$ cat config.mk
export PLATFORM = sky130hd
export DESIGN_NAME = vwap_serial_div
export DESIGN_NICKNAME = d
export VERILOG_FILES = /design/src/design/vwap_pkg.sv /design/src/design/vwap_serial_div.sv
export SDC_FILE = /design/constraint.sdc
export NUM_CORES = 1
export LEC_CHECK = 0
export BUFFER_PORTS_ARGS = -buffer_cell sky130_fd_sc_hd__buf_2
export CAP_MARGIN = 10
export CORE_ASPECT_RATIO = 0.9
export CORE_MARGIN = 4
export CORE_UTILIZATION = 30
export CTS_BUF_LIST = sky130_fd_sc_hd__clkbuf_8
export DETAILED_ROUTE_END_ITERATION = 16
export SKIP_CTS_REPAIR_TIMING = 1
export SYNTH_ARGS = -nofsm -noshare
export SYNTH_HDL_FRONTEND = slang
export SYNTH_SLANG_ARGS = --single-unit
$ cat constraint.sdc
create_clock -name clock -period 9.25 [get_ports clock]
set_input_delay 1.3875 -clock clock [delete_from_list [all_inputs] [get_ports clock]]
set_output_delay 1.3875 -clock clock [all_outputs]
set_load 0.05 [all_outputs]
$ cat src/design/vwap_pkg.sv
// ============================================================================
// VWAP package
// Fixed widths of the running sums, the divider and the result, and the
// status group that the serial arithmetic units report to the controller.
// ============================================================================
package vwap_pkg;

   // Window length register.
   localparam int CfgWidth = 11;
   // Running sum of bar products and of volumes.
   localparam int WsumWidth = 60;
   localparam int VsumWidth = 34;
   // Divisor three times the volume sum.
   localparam int DenWidth = VsumWidth + 2;
   // Result price, Q16.8.
   localparam int OutWidth = 24;

   // Status of a multi-cycle serial unit.
   typedef struct packed {
      logic busy;
      logic done;
   } unit_status_type;

endpackage

$ cat src/design/vwap_serial_div.sv
// ============================================================================
// VWAP serial divider
// Restoring radix-2 divider: one quotient bit per cycle over the whole
// dividend; the low result bits of the quotient are kept.
// ============================================================================
module vwap_serial_div
   import vwap_pkg::*;
(
   input  logic                 clock,
   input  logic                 reset,
   input  logic                 start,
   input  logic [WsumWidth-1:0] dividend,
   input  logic [DenWidth-1:0]  divisor,
   output logic [OutWidth-1:0]  quotient,
   output unit_status_type      status
);

   localparam int CntW = $clog2(WsumWidth + 1);

   logic [WsumWidth-1:0] num_ff, num_in;
   logic [DenWidth-1:0]  den_ff, den_in;
   logic [DenWidth-1:0]  rem_ff, rem_in;
   logic [OutWidth-1:0]  quo_ff, quo_in;
   logic [CntW-1:0]      cnt_ff, cnt_in;
   logic                 done_ff, done_in;
   logic [DenWidth:0]    shifted;
   logic [DenWidth:0]    trial;

   always_comb begin
      shifted = {rem_ff, num_ff[WsumWidth-1]};
      trial   = shifted - {1'b0, den_ff};
      num_in  = num_ff;
      den_in  = den_ff;
      rem_in  = rem_ff;
      quo_in  = quo_ff;
      cnt_in  = cnt_ff;
      done_in = 1'b0;
      if (start) begin
         num_in = dividend;
         den_in = divisor;
         rem_in = '0;
         quo_in = '0;
         cnt_in = CntW'(WsumWidth);
      end else if (cnt_ff != '0) begin
         // The remainder stays below the divisor, so the shifted value
         // never needs more than one extra bit.
         if (!trial[DenWidth]) begin
            rem_in = trial[DenWidth-1:0];
            quo_in = {quo_ff[OutWidth-2:0], 1'b1};
         end else begin
            rem_in = shifted[DenWidth-1:0];
            quo_in = {quo_ff[OutWidth-2:0], 1'b0};
         end
         num_in  = num_ff << 1;
         cnt_in  = cnt_ff - 1'b1;
         done_in = (cnt_ff == CntW'(1));
      end
   end

   always_ff @(posedge clock) begin
      if (reset) begin
         cnt_ff  <= '0;
         done_ff <= 1'b0;
      end else begin
         cnt_ff  <= cnt_in;
         done_ff <= done_in;
      end
      num_ff <= num_in;
      den_ff <= den_in;
      rem_ff <= rem_in;
      quo_ff <= quo_in;
   end

   assign quotient    = quo_ff;
   assign status.busy = (cnt_ff != '0);
   assign status.done = done_ff;

endmodule

==> key figures <==
Run status
  • Status: completed

Setup path
  • Crit end category: register
  • Largest fanout on the critical path: 37
  • Critical Path Start Type: register
  • Cells on worst reg2reg path: 14
  • Crit path DAT: about 4.4 ns
  • Critical Path RT: approximately 9.6 ns
  • Crit Path Category: register to register

Timing
  • Fin crit share: approximately 44%
  • Hold Fails Final Rpt: 0
  • Slew @ Worst Pin: around 1.1 ns
  • Final Max Tran Viols: 0
  • Peak Freq: roughly 0.24 GHz
  • Final setup vio count: 0
  • Setup tns final: 0 ns
  • Relative max-transition margin: 25.3%
  • WHS: between 0.4 and 0.5 ns
  • RSZ-0062 raised after global routing: false
  • Tmin final: 4.09 ns
  • Final worst slack: ~5.2 ns
  • Layout Skew: around 0.020 ns

Logic synthesis
  • Synth Register Bits: 163
  • Area fraction of the dominant cell type after synthesis: between 30% and 40%
  • Yosys cell types: 55
  • EDFF count, synth: between 90 and 100
  • FFs w/ async S/R, synth: 0%
  • Top_reg_cell synth: edfxtp_1
  • Post-synthesis cell area: 8450 um2
  • Post-synth top area cell: edfxtp_1
  • Mean Syn Cell Area: 10.2 um2
  • Mapped Nets: about 970
  • Total of warnings raised by yosys: 0
  • Synth area leaders: edfxtp_1 34%, dfxtp_1 16%, mux2_2 7.9%, ha_1 5.6%, a21oi_1 4.8%
  • Register area share after synthesis: 50.0%
  • Syn Inst Count: 830

Placement
  • Port Buf Inserts: ~120
  • Cells after DPL: 1,268
  • Setup slack at placement: just over 5 ns
  • Placed cell areas: ~9400 um2
  • Routability Congestion: about 0.83
  • DP Wirelength: between 10,000 and 15,000 um

Route
  • Metal3 WL: 1460 um
  • Via Count: 6,359
  • Routed wl met2: around 8200 um
  • Max Used Layer: met5
  • Drt drc: 0
  • Initial DRT Pass Iterations: 4
  • Final WL: roughly 20,000 um
  • Routed met1 length: 9570 um
  • DR iter-0 viols: 360
  • Via density per instance: 4.88
  • Final ANT Viol Nets: 0
  • Post-DR wirelength/cell: approximately 15 um

Cells and area
  • Commonest non-fill, non-tap cell in the layout: buf_2
  • P&R area growth vs syn: 16.1%
  • Final Instance Area: 9800 um2
  • Filler cells: 2,826
  • Sequential cell area: approximately 4200 um2
  • Commonest non-fill, non-tap cells in the layout: 123 x buf_2, 97 x nand2_1, 96 x edfxtp_1
  • Final Util: around 36%
  • Area of the multi-input gates: 3860 um2
  • Layout cell share with drive strength beyond 1: between 20 and 25%
  • Non-Filler Instances: between 1,000 and 1,500
  • NumNets Final: roughly 1,100

Clock tree
  • Clk slew on worst S/H paths: about 0.090 ns
  • Htree depth: 4
  • Clk_lat worst skew: ~0.46 ns
  • Cts bufs inserted: 17
  • CTS max path bufs: 2
  • CTS tree: built
  • Clock root cell: clkbuf_8
  • # clock sinks: 163

Global routing
  • Vias in the first global route: 6,249
  • Gr usage total: around 13%
  • Largest net degree at the start of global routing: 74
  • First-pass GRT wire length: about 32,000 um
  • Grt ovf: 0
  • Initial antenna violation count: 8

Floorplanning
  • Die Height: between 150 and 200 um
  • Core Region: 27,400 um2
  • Die ar.: a little over 30,000 um2
  • Row cnt: 57
  • Die Wd: 185 um
  • Initial Util: 30.8%
  • # IOs: between 100 and 150

Hold path
  • Hold Path Class: register to register
  • Hold Crit Depth: 2

Power and ir drop
  • Pwr/cell area: around 270 nW/um2
  • Tot Pwr: 2.68 mW
  • Leak: slightly above 4 nW
  • Peak VDD IR: about 110 uV

Run
  • Max-cap viol count: 0
[kinds of logic (layout without fill, tap and decap cells)]
family          after synthesis  after routing  synth area share, %
xor+xnor                     34             34                 3.84
simple gates                259            259                 14.1
other cells                   0              2                    0
compound gates              177            177                 13.6
flops                       163            163                 50.0
buf+inv                      97            213                 4.46
fa+ha+maj                    39             39                 5.87
mux                          61             61                 8.12
[metal layers]
metal / track usage (%) / vias up
met3: 5.27 / 28
met1: 17.6 / 2977
li1: - / 3213
met2: 18.5 / 129
met5: 0 / -
met4: 2.74 / 12
[power breakdown]
part,leakage [nW],internal (mW),switching [mW],total (mW)
clock,0.203,0.261,0.282,0.543
combinational,2.33,0.473,0.668,1.14
sequential,1.53,0.909,0.0826,0.991
[state kept, by name (all words and copies together) (netlist names)]
register,count
num_ff,60
den_ff,36
rem_ff,36
quotient,24
cnt_ff,6
done_ff,1
[worst paths after layout]
kind / start / endpoint / slack, ns
min reg2reg: quotient[23] / quotient[23] / 0.45
max reg2reg: num_ff[59] / rem_ff[29] / 5.16
max: num_ff[59] / rem_ff[29] / 5.16
min: quotient[23] / quotient[23] / 0.45
[critical path, cell delays in order, from the launching register on]
cell      delay, ns
edfxtp_1       0.40
inv_1          0.07
ha_1           0.16
inv_1          0.05
fa_1           0.41
a211o_1        0.32
nand4_1        0.15
a31oi_2        0.13
o21ai_2        0.31
o41ai_4        0.15
a221o_4        0.44
xnor2_4        0.88
a211oi_1       0.09
a221oi_1       0.28
nor3_1         0.08
[synth_stat cells (2+ instances only)]
cell        n
o211ai_1    3
a21oi_1    81
o21ai_0    18
nor3_1     46
o21a_1      7
nand3_1     7
a221oi_1    2
or3_1       4
a21o_1     13
a211o_1     2
a311oi_1   10
clkbuf_1   35
a21boi_0    3
nand4_1     7
o221a_2     2
dfxtp_1    67
nand2_1    97
nand2b_1    3
o31ai_1     2
nor2b_1     4
xnor2_1    17
and4_1      5
o31a_1      2
and2_1      3
nor4_1     21
o21ai_1     2
nor2_1     54
a2111oi_0   2
inv_1      50
mux2_2     59
ha_1       38
buf_1       4
buf_2       7
and3_1      7
o21bai_1    8
edfxtp_1   96
xor2_1     15
a211oi_1   10
[final cells by class]
type / instances / area share (%)
Sequential cell: 163 / 43.1
Multi-Input combinational cell: 570 / 39.4
Timing Repair Buffer: 131 / 6.93
Tap cell: 354 / 4.52
Clock buffer: 20 / 2.81
Inverter: 50 / 1.91
Clock inverter: 12 / 1.33
Antenna cell: 2 / 0.0510
Power figures use the tool's default switching activity.
