**src/design/vwap_pkg.sv**
```systemverilog
// ============================================================================
// VWAP package
// Fixed widths of the running sums, the divider and the result, and the
// status group that the serial arithmetic units report to the controller.
// ============================================================================
package vwap_pkg;

   // Window length register.
   localparam int CfgWidth = 11;
   // Running sum of bar products and of volumes.
   localparam int WsumWidth = 60;
   localparam int VsumWidth = 34;
   // Divisor three times the volume sum.
   localparam int DenWidth = VsumWidth + 2;
   // Result price, Q16.8.
   localparam int OutWidth = 24;

   // Status of a multi-cycle serial unit.
   typedef struct packed {
      logic busy;
      logic done;
   } unit_status_type;

endpackage

```
**src/design/vwap_serial_mul.sv**
```systemverilog
// ============================================================================
// VWAP serial multiplier
// Shift-and-add multiplier that retires one multiplier bit per cycle and
// keeps the low P_W bits of the product.
// ============================================================================
module vwap_serial_mul
   import vwap_pkg::*;
#(
   parameter int A_W = 26,
   parameter int B_W = 24,
   parameter int P_W = 50
) (
   input  logic            clock,
   input  logic            reset,
   input  logic            start,
   input  logic [A_W-1:0]  mcand,
   input  logic [B_W-1:0]  mplier,
   output logic [P_W-1:0]  product,
   output unit_status_type status
);

   localparam int CntW = $clog2(B_W + 1);

   logic [P_W-1:0]  acc_ff, acc_in;
   logic [P_W-1:0]  mcand_ff, mcand_in;
   logic [B_W-1:0]  mplier_ff, mplier_in;
   logic [CntW-1:0] cnt_ff, cnt_in;
   logic            done_ff, done_in;

   always_comb begin
      acc_in    = acc_ff;
      mcand_in  = mcand_ff;
      mplier_in = mplier_ff;
      cnt_in    = cnt_ff;
      done_in   = 1'b0;
      if (start) begin
         acc_in    = '0;
         mcand_in  = P_W'(mcand);
         mplier_in = mplier;
         cnt_in    = CntW'(B_W);
      end else if (cnt_ff != '0) begin
         if (mplier_ff[0]) begin
            acc_in = acc_ff + mcand_ff;
         end
         mcand_in  = mcand_ff << 1;
         mplier_in = mplier_ff >> 1;
         cnt_in    = cnt_ff - 1'b1;
         done_in   = (cnt_ff == CntW'(1));
      end
   end

   always_ff @(posedge clock) begin
      if (reset) begin
         cnt_ff  <= '0;
         done_ff <= 1'b0;
      end else begin
         cnt_ff  <= cnt_in;
         done_ff <= done_in;
      end
      acc_ff    <= acc_in;
      mcand_ff  <= mcand_in;
      mplier_ff <= mplier_in;
   end

   assign product     = acc_ff;
   assign status.busy = (cnt_ff != '0);
   assign status.done = done_ff;

endmodule

```
**config.mk**
```make
export PLATFORM = sky130hd
export DESIGN_NAME = vwap_serial_mul
export DESIGN_NICKNAME = d
export VERILOG_FILES = /design/src/design/vwap_pkg.sv /design/src/design/vwap_serial_mul.sv
export SDC_FILE = /design/constraint.sdc
export NUM_CORES = 1
export LEC_CHECK = 0
export ABC_AREA = 0
export ABC_CLOCK_PERIOD_IN_PS = 3300
export BUFFER_PORTS_ARGS = -buffer_cell sky130_fd_sc_hd__buf_2
export CORE_ASPECT_RATIO = 0.7
export CORE_MARGIN = 2
export CORE_UTILIZATION = 35
export DETAILED_ROUTE_END_ITERATION = 16
export GPL_ROUTABILITY_DRIVEN = 0
export HOLD_SLACK_MARGIN = 0.12
export SLEW_MARGIN = 20
export SYNTH_ARGS = -nofsm -noshare
export SYNTH_HDL_FRONTEND = slang
export SYNTH_SLANG_ARGS = --single-unit
export TNS_END_PERCENT = 30
```
**constraint.sdc**
```tcl
create_clock -name clock -period 3.3 [get_ports clock]
set_clock_uncertainty 0.2 [all_clocks]
set_input_delay 0.66 -clock clock [delete_from_list [all_inputs] [get_ports clock]]
set_output_delay 0.66 -clock clock [all_outputs]
set_load 0.02 [all_outputs]
```
==> reports/summary.txt <==
Status: finished, violations left
Failing checks: negative setup slack
Die width: 179 µm
Initial antenna violation count: 1
Clk_lat worst skew: 430 ps
Layout fillers: 2054
Total GRT Usage: 18.0%
Sw frac: 34.8%
Fin Setup TNS: -119 ps
Sequential Area: 3110 µm²
Iter 0 DRT Violations: 418
Placed cell area: 8680 µm²
TritonCTS clock tree: yes
Post-route cell area: 9440 µm²
Synth async-reset ratio: 0%
Critical path startpoint category: register
Worst-path maximum fanout: 3
Synthesized Nets: 932
Worst path arrival time: 3470 ps
Die height: 127 µm
Total core area: 20900 µm²
Reg2Reg Launch Point: mcand_ff[0]$_SDFFCE_PN0P_
Slew HR: 54.2%
Antenna-violating nets left: 0
Power Total: 6.26 mW
Leak: 4.15 nW
Area growth from synthesis to layout: 25.2%
Largest family of logic cells by synthesized area: compound AO/OA/AOI/OAI gates
Final WL: 20.1 mm
CTS Buffer Depth: 2
Area share of the largest cell type after synthesis: 21.3%
Dpl hpwl: 14.1 mm
Main synth FF type: dfxtp_1
Final worst path period share: 102%
CP Capture Point: product[38]$_SDFFE_PP0P_
Critical Path Sink Type: register
CTS Hold Bufs: 0
Synth cell count leaders: nand2_1, a21oi_1, dfxtp_1, ha_1, edfxtp_1
Count leader, synth: nand2_1
Largest net degree at the start of global routing: 126
Total number of H-tree levels: 4
Post-route DRC: 0
Ports: 105
Area leader, netlist: dfxtp_1
Global route overflow: 0
Reg2reg setup slack: -60 ps
Initial Util: 36.0%
Final hold vios: 0
Flops & latches, synth: 130
Sequential share of the synthesized area: 41.2%
Count of final setup violators: 3
Wire per inst: 15.9 µm
Max-Cap Viols: 0
Area contributors post-synth: dfxtp_1, edfxtp_1, ha_1
Post-route setup slack: -62.7 ps
WP data required: 3410 ps
Die area: 22700 µm²
Row cnt: 44
Syn Inst Count: 826
I/O Buffers: 104
Max Slew Vio Count: 0
Fin nets: 1077
Multi-input logic area: 4260 µm²
Global-route wire length before repair: 32.3 mm
Internal power: 4.08 mW
Adder-cell share of the synthesized area: 8.90%
EDFF count, synth: 50
Hold path depth: 2
CTS Root Cell: clkbuf_16
Multiplexer share of the synthesized area: 7.16%
Vias after detailed routing: 6398
Min-Delay Startpoint: mcand_ff[49]$_SDFFE_PP0N_
CTS sink count: 130
Syn Area/Cell: 9.12 µm²
Num CTS Buffers: 17
Register share of total power: 33.5%
Psw: 2.18 mW
Clock slew at reported path FFs: 60 ps
Final Core Density: 45.1%
Pwr/cell area: 663 nW/µm²
Tmin final: 3360 ps
Clock network fraction of design power: 30.8%
Fraction of layout cells with a size suffix above 1: 28.4%
Final Non-Filler Cells: 1261
Yosys synthesis warning count: 0
Critical path class: register to register
Post-Synth Simple-Gate Area: 15.4%
Reg2Reg Depth: 14
Crit path from: mcand_ff[0]$_SDFFCE_PN0P_
Dpl cells: 1219
Distinct cells, synth: 60
XOR/XNOR share of the synthesized area: 4.77%
RSZ-0062 raised after global routing: true
Post-synthesis compound-gate area fraction: 18.8%
Vias per inst: 5.07
Cell Area, Synth: 7540 µm²
Comb power frac: 35.7%
Vias in the first global route: 6174
DR pass1 iterations: 5
Fmax: 297 MHz
RR Endpoint: product[38]$_SDFFE_PP0P_
Largest vdd supply drop: 0.311 mV
Worst Max-Slew Pin Slew: 685 ps
Worst hold path type: register to register
final cells by class:
class	count	area share (%)
Multi-Input combinational cell	633	45.1
Sequential cell	130	32.9
Timing Repair Buffer	171	11.3
Clock buffer	19	4.59
Tap cell	276	3.66
Clock inverter	13	1.71
Inverter	18	0.716
Antenna cell	1	0.0265
worst max-delay path, stage by stage, from the launching register on:
cell,delay [ps]
edfxtp_1,360
ha_2,190
inv_2,40
fa_2,320
and2b_2,240
o2111ai_2,120
a211o_1,340
a21oi_4,190
and2b_2,240
o211ai_1,250
a31o_2,260
a31oi_4,100
o21bai_1,170
and2_1,150
o31ai_1,70
power by group through the flow:
stage	sequential, mW	clock (mW)	combinational [mW]
5_1_grt	2.13	2.03	2.46
3_3_place_gp	2.12	0	2.15
2_1_floorplan	2.20	0	1.32
4_1_cts	2.09	1.97	2.20
6_report	2.10	1.93	2.24
3_5_place_dp	2.12	0	2.16
per-stage QoR:
step	setup slack (ps)	hold WS (ps)
finish	-62.7	265
global route	-250	294
CTS	-92.5	263
detailed placement	-129	257
global placement	-48.5	252
floorplan	7.19	237
worst min-delay path by stage:
stage,slack [ps],end
floorplan,240,mcand_ff[49]$_SDFFE_PP0N_
global placement,250,mcand_ff[49]$_SDFFE_PP0N_
detailed placement,260,mcand_ff[49]$_SDFFE_PP0N_
CTS,260,cnt_ff[3]$_SDFFE_PP0P_
global route,290,cnt_ff[4]$_SDFFE_PP0P_
finish,260,mcand_ff[49]$_SDFFE_PP0N_
layout by cell type (no fill, tap or decap), drive strengths merged, types with 3 or more instances in the layout:
cell | synthesis | routed
a211oi | 6 | 6
a21o | 29 | 29
a21oi | 110 | 110
a221o | 3 | 3
a31oi | 17 | 17
and2 | 9 | 9
and2b | 3 | 3
and3 | 7 | 7
buf | 14 | 171
bufinv | 0 | 3
clkbuf | 31 | 19
clkinv | 0 | 8
dfxtp | 80 | 80
edfxtp | 50 | 50
ha | 52 | 52
inv | 18 | 19
mux2 | 47 | 47
nand2 | 161 | 161
nand2b | 4 | 4
nand3 | 14 | 14
nand4 | 10 | 10
nor2 | 27 | 27
nor2b | 3 | 3
nor3 | 8 | 8
nor4b | 3 | 3
o211ai | 4 | 4
o21a | 12 | 12
o21ai | 26 | 26
o21bai | 5 | 5
o31ai | 3 | 3
or3 | 4 | 4
xnor2 | 25 | 25
xor2 | 16 | 16
registers in the layout, summed over array words and instances (netlist names):
register,count
mcand_ff,50
product,50
mplier_ff,24
cnt_ff,5
done_ff,1
repair_timing:
| action | 4_1_cts | 5_1_grt |
|---|---|---|
| buffers inserted | 7 | 2 |
| cloned | 0 | 0 |
| pin swaps | 13 | 7 |
| resized for setup | 9 | 12 |
| endpoints found under the setup margin | 9 | 18 |
cells by family (layout without fill, tap and decap cells):
logic type,Yosys count,in the layout
buffers and inverters,63,221
and+or+nand+nor,260,260
adders and majority gates,53,53
xor gates and xnor gates,41,41
muxes,48,48
other,0,1
AOI/OAI and AO/OA,231,231
DFF,130,130
per-layer routing:
metal  GRT usage (%)  vias up  routed length [µm]  share of wire, %
li1                -     3263                   -                 -
met1            26.8     2944               10300                51
met2            25.0      181                8070                40
met3            5.88       10                1590               7.9
met4            4.03        0                 140              0.70
met5               0        -                   0                 0
Power figures use the tool's default switching activity.
