`src/design/vwap_ram.sv`:
```
// ============================================================================
// VWAP generic RAM
// Single write port, single read port with registered read data.
// ============================================================================
module vwap_ram #(
   parameter int WIDTH = 8,
   parameter int DEPTH = 16
) (
   input  logic                                       clock,
   input  logic                                       wr_en,
   input  logic [((DEPTH > 1) ? $clog2(DEPTH) : 1)-1:0] wr_addr,
   input  logic [WIDTH-1:0]                           wr_data,
   input  logic                                       rd_en,
   input  logic [((DEPTH > 1) ? $clog2(DEPTH) : 1)-1:0] rd_addr,
   output logic [WIDTH-1:0]                           rd_data
);

   logic [WIDTH-1:0] mem_ff [DEPTH];
   logic [WIDTH-1:0] rd_data_ff;

   always_ff @(posedge clock) begin
      if (wr_en) begin
         mem_ff[wr_addr] <= wr_data;
      end
      if (rd_en) begin
         rd_data_ff <= mem_ff[rd_addr];
      end
   end

   assign rd_data = rd_data_ff;

endmodule

```
`config.mk`:
```
export PLATFORM = sky130hd
export DESIGN_NAME = vwap_ram
export DESIGN_NICKNAME = d
export VERILOG_FILES = /design/src/design/vwap_ram.sv
export SDC_FILE = /design/constraint.sdc
export NUM_CORES = 1
export LEC_CHECK = 0
export BUFFER_PORTS_ARGS = -buffer_cell sky130_fd_sc_hd__buf_2
export CAP_MARGIN = 20
export CORE_MARGIN = 2
export CORE_UTILIZATION = 54
export CTS_CLUSTER_DIAMETER = 150
export DETAILED_ROUTE_END_ITERATION = 6
export PLACE_DENSITY = 0.74
export SLEW_MARGIN = 20
export SYNTH_ARGS = -nofsm -noshare
export SYNTH_HDL_FRONTEND = slang
export SYNTH_SLANG_ARGS = --single-unit
```
`constraint.sdc`:
```
create_clock -name clock -period 2 [get_ports clock]
set_clock_uncertainty 0.2 [all_clocks]
set_input_delay 0.3 -clock clock [delete_from_list [all_inputs] [get_ports clock]]
set_output_delay 0.3 -clock clock [all_outputs]
set_load 0.01 [all_outputs]
```
==> results of run 1 <==
-- power groups by stage --
stage	registers, W	clock network [W]	logic [W]
2_1_floorplan	0.00329	0	0.000162
4_1_cts	0.00323	0.00285	0.000314
6_report	0.00323	0.00280	0.000309
3_3_place_gp	0.00329	0	0.000292
3_5_place_dp	0.00329	0	0.000297
5_1_grt	0.00324	0.00295	0.000340
-- placed cells by master (no fill, tap or decap), types with 9 or more instances in the layout --
cell,n
clkbuf_16,16
dlygate4sd3_1,9
buf_2,26
edfxtp_1,136
mux4_2,18
a22oi_1,16
nand2_1,9
nor2_1,13
buf_4,19
mux4_1,14
-- worst reg2reg max path: stages, from the launching register on --
cell and delay (ns):
edfxtp_1 0.37, mux4_2 0.46, a22oi_1 0.30, nand2_1 0.08
-- sequential cells by signal, summed over array words and instances, names as in the netlist --
name,count
rd_data,8
mem_ff,128
-- cell families after synthesis --
group,share of synthesized area
AOI/OAI and AO/OA,0.02298
buffers and inverters,0.01651
DFF,0.7812
muxes,0.1479
and+or+nand+nor,0.03136
-- metal layers --
| metal | up-vias | global-route usage |
|---|---|---|
| met5 | - | 0 |
| met4 | 0 | 0.08923 |
| met3 | 13 | 0.05540 |
| met2 | 86 | 0.3426 |
| met1 | 1309 | 0.2803 |
| li1 | 1116 | - |
-- how the worst max path moves through the flow --
stage,end,cells after the start,start,slack (ns)
floorplan,mem_ff[0][0],2,wr_addr[2],0.007
global placement,rd_data[2],5,rd_addr[0],-0.001
detailed placement,rd_data[1],5,rd_addr[0],-0.01
CTS,rd_data[7],3,mem_ff[10][7],0.31
global route,rd_data[2],3,mem_ff[5][2],0.24
finish,rd_data[7],3,mem_ff[10][7],0.32
-- through the flow --
| stage | total power (W) | hold WS [ns] |
|---|---|---|
| final | 0.006346 | 0.1520 |
| after global routing | 0.006528 | 0.1589 |
| after CTS | 0.006394 | 0.1217 |
| after detailed placement | 0.003588 | 0.4794 |
| after global placement | 0.003579 | 0.4781 |
| after floorplan | 0.003452 | 0.1989 |
-- final cells by class --
class                   instances  area (sq um)
clock inverters                14         126.4
repair buffers                 57         422.9
clock buffers                  18         417.9
flip-flops and latches        136          4084
multi-input cells              83          1057
well taps                     129         161.4
fillers                       570          3058
-- what timing repair did --
| action | CTS | global route |
|---|---|---|
| hold buffers | 9 | 0 |
| hold endpoints to repair | 136 | 0 |
| resized for setup | 0 | 0 |
| buffers inserted | 0 | 0 |
==> results.txt, run 1 <==
Switching power: 0.001341 W
Initial antenna violation count: 0
CP Data Arrival Time: 1.73 ns
Post-Layout Cell Count: 437
Cells after DPL: 396
Post-Syn Instances: 229
Setup crit start kind: flip-flop
Slew margin rel.: 0.7584
Sequential share of the synthesized area: 0.7812
Worst reg2reg startpoint: mem_ff[10][7]
Synth top area cells: edfxtp_1, mux4_2, mux4_1, a22oi_1, nor2_1
Internal power: 0.005005 W
Post-synth net total: 248
Syn Area/Cell: 22.83 sq um
Final setup vio count: 0
Final setup TNS: 0 ns
Post-DRT Antenna Nets: 0
Worst path top cell family by delay: multiplexers
Wl on met1: 4083 microns
IO buf count: 26
Starting density of the core: 0.5604
Slowest cell on crit path: mux4_2
Final nets: 314
Yosys warns: 0
Cell variety after synth: 18
Routed wire length: 9798 microns
First-pass GRT wire length: 15350 microns
Final hold vios: 0
Worst R2R Path Depth: 3
Flop2flop setup slack: 0.32 ns
H-tree Lvls: 4
Top-level port count: 27
Post-synth EDFFs: 136
Largest net degree at the start of global routing: 33
VDD IR-drop max: 0.6678 mV
CTS tree: done
FFs w/ async S/R, synth: 0
Latest clock arrival within the worst-skew pair: 0.51 ns
Number of buffers and inverters on the critical path: 0
Worst path max stage delay: 0.46 ns
RSZ-0062 raised after global routing: false
RD Place Congestion: 0.7491
Core Rows: 35
Pre-CTS WS: -0.01224 ns
Clock power frac: 0.442
FF-to-FF End: rd_data[7]
Area Growth Syn to Fin: 19.94%
Cell Chain, Critical Path: mux4_2 > a22oi_1 > nand2_1
Top Layer Used: met4
Leading area contributor after synthesis: edfxtp_1
Min-delay src: wr_addr[0]
Vias in the first global route: 2670
Clock transition at path regs: 0.06 ns
Seq cells post-synth: 136
Die width: 102.4 microns
Post-route cell area: 6270 sq um
Final core occ: 0.6722
Most frequent cell after synthesis: edfxtp_1
Post-synth top cells: edfxtp_1, mux4_2, a22oi_1
Wire length on met3: 481 microns
Hold Path End: mem_ff[4][2]
Kind of critical path: flip-flop to flip-flop
Clock Path Buffers: 2
Share of layout cells above drive strength 1: 0.3149
Period utilisation layout: 0.8388
Max Slew Vio Count: 0
Hold path cells: 3
CTS root buf: clkbuf_8
Worst Path Max Fanout: 1
Setup crit end kind: flip-flop
Outcome: completed
Iteration-0 DRC Markers: 220
Drt drc: 0
Placed Area: 5635 sq um
Total gr overflow: 0
Die Ht: 102.4 microns
WL/cell: 22.42 microns
Tot GR Track Use: 0.2127
Die area: 10480 sq um
Transition time of the tightest slew-check pin: 0.3625 ns
Antenna cells: 0
Netlist Area Pre-Place: 5228 sq um
Total clock sinks: 136
Worst hold-check path type: input pin to flip-flop
Max Cap Viol: 0
Combinational Power Share: 0.049
Vias after detailed routing: 2524
Synth Flop Type: edfxtp_1
Worst Path Required: 2.05 ns
Cell Pwr Density: 1012 nW/um^2
CTS Buf Count: 17
Post-synth top area share: 0.7812
DRT Pass-1 Iters: 4
WL met2: 5093 microns
Sequential power share: 0.509
Switch share: 0.2113
Fmax: 596.1 MHz
Min cycle time layout: 1.678 ns
DR vias/cell: 5.776
Slack of the critical path: 0.3224 ns
Core area: 9328 sq um
Leakage power: 2.132 nW
(Power assumes the default switching activity.)
==> inputs of run 2 (changes only) <==
==> constraint.sdc (replaced) <==
create_clock -name clock -period 1.5 [get_ports clock]
set_clock_uncertainty 0.2 [all_clocks]
set_input_delay 0.225 -clock clock [delete_from_list [all_inputs] [get_ports clock]]
set_output_delay 0.225 -clock clock [all_outputs]
set_load 0.01 [all_outputs]
==> results.txt, run 2 (synthesized netlist as in run 1, its figures left out) <==
Kind of critical path: flip-flop to flip-flop
Final core occ: 0.6860 (+0.01382)
Cell Chain, Critical Path: mux4_2 > a22oi_2 > nand2_1
H-tree Lvls: 4 (unchanged)
Register area: 4084 sq um (unchanged)
Antenna cells: 0 (unchanged)
Worst Path Required: 1.56 ns (-0.49 ns)
Pre-CTS WS: -0.4825 ns (-0.4702 ns)
Worst Path Max Fanout: 1 (unchanged)
Layout fillers: 556 (-2.5%)
Final setup vio count: 8 (+8)
Min cycle time layout: 1.655 ns (-0.02280 ns)
VDD IR-drop max: 0.8460 mV (+27%)
Top reg by flops: mem_ff
CTS root buf: clkbuf_8
Final hold vios: 0 (unchanged)
Worst hold-check path type: input pin to flip-flop
Most frequent cells in the layout: edfxtp_1, mux4_2, buf_2
Core Rows: 35 (unchanged)
Max Cap Viol: 0 (unchanged)
Post-DRT Antenna Nets: 0 (unchanged)
Largest net degree at the start of global routing: 17 (-48%)
Share of layout cells above drive strength 1: 0.4281 (+0.1132)
Fmax: 604.3 MHz (+1.4%)
Die Ht: 102.4 microns (unchanged)
Max Slew Vio Count: 0 (unchanged)
Vias after detailed routing: 2574 (+2.0%)
RSZ-0062 raised after global routing: true
Switch share: 0.2088 (-0.002459)
Setup bufs post-CTS: 0 (unchanged)
Clock Path Buffers: 2 (unchanged)
Internal power: 0.006673 W (+33%)
Slack of the critical path: -0.1548 ns (-0.4772 ns)
Clock power frac: 0.432 (-0.010)
DPL Wire Length: 6441 microns
Final Power: 0.008435 W (+33%)
Iteration-0 DRC Markers: 286 (+30%)
Die area: 10480 sq um (unchanged)
Worst path top cell family by delay: multiplexers
Area Growth Syn to Fin: 22.40%
Max reg flops: 128 (unchanged)
Setup crit end kind: flip-flop
Vias in the first global route: 2666 (-0.15%)
Period utilisation layout: 1.103 (+0.2644)
Cell Pwr Density: 1318 nW/um^2 (+30%)
Final nets: 320 (+1.9%)
Worst path max stage delay: 0.50 ns (+0.04 ns)
Number of buffers and inverters on the critical path: 0 (unchanged)
Initial antenna violation count: 0 (unchanged)
DRT Pass-1 Iters: 4 (unchanged)
Commonest non-fill, non-tap cell in the layout: edfxtp_1
Failing checks: setup timing
Combinational Power Share: 0.058 (+0.009)
Outcome: finished with violations
Latest clock arrival within the worst-skew pair: 0.52 ns (about the same)
CP Data Arrival Time: 1.71 ns (-0.02 ns)
CTS tree: done
Routed wire length: 10310 microns (+5.2%)
Die width: 102.4 microns (unchanged)
Slew margin rel.: 0.3785 (-0.3799)
Clock transition at path regs: 0.06 ns (about the same)
Total clock sinks: 136 (unchanged)
IO buf count: 26 (unchanged)
First-pass GRT wire length: 15710 microns (+2.4%)
RD Place Congestion: 0.7984 (+6.6%)
Starting density of the core: 0.5604 (unchanged)
Core area: 9328 sq um (unchanged)
Switching power: 0.001761 W (+31%)
WL/cell: 23.32 microns (+4.0%)
Footprint of the multi-input gates: 1096 sq um (+3.7%)
Drt drc: 0 (unchanged)
Slowest cell on crit path: mux4_2
DR vias/cell: 5.824 (+0.83%)
CTS Buf Count: 17 (unchanged)
Top-level port count: 27 (unchanged)
Sequential power share: 0.511 (+0.002)
Tot GR Track Use: 0.2207 (+0.008008)
Setup crit start kind: flip-flop
Leakage power: 2.121 nW (-0.51%)
Transition time of the tightest slew-check pin: 0.9289 ns (+0.5664 ns)
Total gr overflow: 0 (unchanged)
## run 2: changes by cell type in the layout (fill, tap and decap cells not counted), sizes merged
cell / before / now
buf: 48 / 54
clkinvlp: 4 / 5
inv: 2 / 0
## run 2: what timing repair did
| action | 4_1_cts | 5_1_grt |
|---|---|---|
| endpoints found under the setup margin | 9 | 10 |
| hold buffers | 9 | 0 |
| hold endpoints to repair | 136 | 0 |
| cloned | 0 | 0 |
| pin swaps | 2 | 4 |
| gates resized for setup | 8 | 4 |
## run 2: path summary, 6_finish.rpt
kind	from	end	slack (ns)	depth (start not counted)
setup / recovery	mem_ff[3][4]	rd_data[4]	-0.15	3
hold / removal	wr_addr[0]	mem_ff[8][6]	0.05	3
setup reg to reg	mem_ff[3][4]	rd_data[4]	-0.15	3
hold reg to reg	mem_ff[7][3]	rd_data[3]	0.56	3
## run 2: final cells by class
type,count,share of cell area
well taps,129,0.02522
clock inverters,13,0.01701
clock buffers,18,0.06531
repair buffers,63,0.08291
flip-flops and latches,136,0.6382
multi-input cells,83,0.1713
## run 2: worst min-delay path: stages
cell and delay, ns:
buf_2 0.14, nor3_2 0.05, buf_4 0.17
## run 2: through the flow
step | TNS (ns) | std cells | instance area [sq um] | hold WS [ns]
after CTS | -0.9797 | 442 | 6379 | 0.03266
final | -0.7416 | 442 | 6399 | 0.05442
after global placement | -7.744 | 402 | 5731 | 0.3945
after floorplan | -1.216 | 229 | 5249 | 0.1239
after global routing | -1.098 | 442 | 6399 | 0.06113
after detailed placement | -9.388 | 402 | 5731 | 0.3932
## run 2: routing by layer
| metal | global-route usage | routed length (microns) | vias up |
|---|---|---|---|
| met5 | 0 | 0 | - |
| met4 | 0.08410 | 176 | 0 |
| met3 | 0.05951 | 826 | 13 |
| met2 | 0.3487 | 5122 | 122 |
| met1 | 0.2996 | 4181 | 1328 |
| li1 | - | - | 1111 |
## run 2: power by group through the flow
| stage | registers (W) | clock network (W) | logic [W] |
|---|---|---|---|
| after CTS | 0.00431 | 0.00369 | 0.000483 |
| after global routing | 0.00431 | 0.00382 | 0.000524 |
| after detailed placement | 0.00438 | 0 | 0.000450 |
| after floorplan | 0.00439 | 0 | 0.000239 |
| after global placement | 0.00438 | 0 | 0.000437 |
| final | 0.00431 | 0.00364 | 0.000486 |
==> inputs of run 3 (changes only) <==
==> constraint.sdc (replaced) <==
create_clock -name clock -period 1.5 [get_ports clock]
set_clock_uncertainty 0.2 [all_clocks]
set_input_delay 0.225 -clock clock [delete_from_list [all_inputs] [get_ports clock]]
set_output_delay 0.225 -clock clock [all_outputs]
set_load 0.05 [all_outputs]
==> results.txt, run 3 (synthesized netlist as in run 1, its figures left out) <==
Drt drc: 0 (unchanged)
CTS Buf Count: 17 (unchanged)
Period utilisation layout: 1.095 (-0.008329)
Vias after detailed routing: 2560 (-0.54%)
Die area: 10480 sq um (unchanged)
Min-delay src: wr_addr[0]
Setup crit end kind: flip-flop
Antenna cells: 0 (unchanged)
Failing checks: setup timing
Setup bufs post-CTS: 0 (unchanged)
FF-to-FF End: rd_data[4]
Worst hold-check path type: input pin to flip-flop
Commonest non-fill, non-tap cell in the layout: edfxtp_1
Pre-CTS WS: -0.4825 ns (unchanged)
Max reg flops: 128 (unchanged)
H-tree Lvls: 4 (unchanged)
Worst Path Required: 1.56 ns (about the same)
Slowest cell on crit path: mux4_2
Worst Path Max Fanout: 1 (unchanged)
Slack of the critical path: -0.1423 ns (+0.01249 ns)
Die Ht: 102.4 microns (unchanged)
Final setup vio count: 10 (+2)
Flop2flop setup slack: -0.14 ns (about the same)
Max Cap Viol: 0 (unchanged)
Levels on crit path: 3 (unchanged)
Largest net degree at the start of global routing: 17 (unchanged)
RD Place Congestion: 0.7984 (unchanged)
Iteration-0 DRC Markers: 231 (-19%)
Routed wire length: 10250 microns (-0.53%)
Outcome: finished with violations
Cell Pwr Density: 1320 nW/um^2 (+0.10%)
CTS tree: done
Core area: 9328 sq um (unchanged)
Area Growth Syn to Fin: 23.36%
Starting density of the core: 0.5604 (unchanged)
Latest clock arrival within the worst-skew pair: 0.52 ns (about the same)
Initial antenna violation count: 0 (unchanged)
Clock transition at path regs: 0.06 ns (about the same)
Worst reg2reg startpoint: mem_ff[3][4]
Slew margin rel.: 0.4007 (+0.02221)
Leakage power: 2.137 nW (+0.75%)
Setup crit start kind: flip-flop
Top reg by flops: mem_ff
Hold path cells: 3 (unchanged)
Worst R2R Path Depth: 3 (unchanged)
Worst path max stage delay: 0.50 ns (about the same)
Post-DRT Antenna Nets: 0 (unchanged)
Transition time of the tightest slew-check pin: 0.8957 ns (-0.03319 ns)
Number of buffers and inverters on the critical path: 0 (unchanged)
CP Data Arrival Time: 1.70 ns (about the same)
IO buf count: 26 (unchanged)
CTS root buf: clkbuf_8
Max Slew Vio Count: 0 (unchanged)
DPL Wire Length: 6441 microns (unchanged)
WL/cell: 23.19 microns (-0.53%)
Min cycle time layout: 1.642 ns (-0.01249 ns)
Cell Chain, Critical Path: mux4_2 > a22oi_2 > nand2_1
Tot GR Track Use: 0.2210 (+0.0002997)
RSZ-0062 raised after global routing: true
Total gr overflow: 0 (unchanged)
Die width: 102.4 microns (unchanged)
VDD IR-drop max: 0.8440 mV (-0.24%)
Register area: 4084 sq um (unchanged)
Top-level port count: 27 (unchanged)
Clock Path Buffers: 2 (unchanged)
Total clock sinks: 136 (unchanged)
Hold Path End: mem_ff[12][4]
Core Rows: 35 (unchanged)
Vias in the first global route: 2669 (+0.11%)
Post-Layout Cell Count: 442 (unchanged)
Worst path top cell family by delay: multiplexers
Kind of critical path: flip-flop to flip-flop
DRT Pass-1 Iters: 4 (unchanged)
Share of layout cells above drive strength 1: 0.4281 (unchanged)
Cells after DPL: 402 (unchanged)
Final hold vios: 0 (unchanged)
Most frequent cells in the layout: edfxtp_1, mux4_2, buf_4
Layout fillers: 545 (-2.0%)
Final nets: 320 (unchanged)
DR vias/cell: 5.792 (-0.54%)
Footprint of the multi-input gates: 1096 sq um (unchanged)
First-pass GRT wire length: 15720 microns (about the same)
Fmax: 608.9 MHz (+0.76%)
## run 3: how the worst max path moves through the flow
stage             startpoint         end  slack (ns)
3_3_place_gp      rd_addr[0]  rd_data[0]       -0.46
2_1_floorplan     rd_addr[0]  rd_data[1]       -0.13
5_1_grt        mem_ff[14][5]  rd_data[5]       -0.17
4_1_cts         mem_ff[3][4]  rd_data[4]       -0.15
3_5_place_dp      rd_addr[0]  rd_data[0]       -0.48
6_report        mem_ff[3][4]  rd_data[4]       -0.14
## run 3: metal layers
metal	global-route usage	wire length (microns)	vias up
met1	0.2991	4024	1313
li1	-	-	1110
met4	0.08410	154	0
met5	0	0	-
met2	0.3507	5192	125
met3	0.05882	880	12
## run 3: final cells by class
| type | instances | area share |
|---|---|---|
| clock buffer | 18 | 0.06480 |
| multi-input combinational | 83 | 0.1700 |
| timing repair buffer | 63 | 0.09003 |
| tap | 129 | 0.02503 |
| clock inverter | 13 | 0.01688 |
| sequential | 136 | 0.6333 |
## run 3: through the flow
step                setup TNS, ns  hold WS (ns)  power, W  utilization  area, sq um
finish                    -0.7510       0.05731  0.008509       0.6913         6449
global route               -1.358       0.06113  0.008738       0.6913         6449
CTS                        -1.107       0.03266  0.008564       0.6892         6429
detailed placement         -9.388        0.3932  0.004890       0.6144         5731
global placement           -7.744        0.3945  0.004872       0.6144         5731
floorplan                  -1.216        0.1239  0.004683            -         5249
## run 3: repair_timing
action,4_1_cts,5_1_grt
gates resized for setup,24,4
pin swaps,2,4
hold buffers,9,0
endpoints found under the hold margin,136,0
endpoints found under the setup margin,16,16
## run 3: where the power goes
part	internal [W]	total (W)	switching, W	leakage [nW]
registers	0.00428	0.00431	0.0000277	1.24
logic	0.000247	0.000563	0.000316	0.655
clock network	0.00217	0.00363	0.00147	0.246
## run 3: tightest hold or removal path: cells and delay by family
kind | cells | cell delay, ns
buffers and inverters | 2 | 0.31
and+or+nand+nor | 1 | 0.06
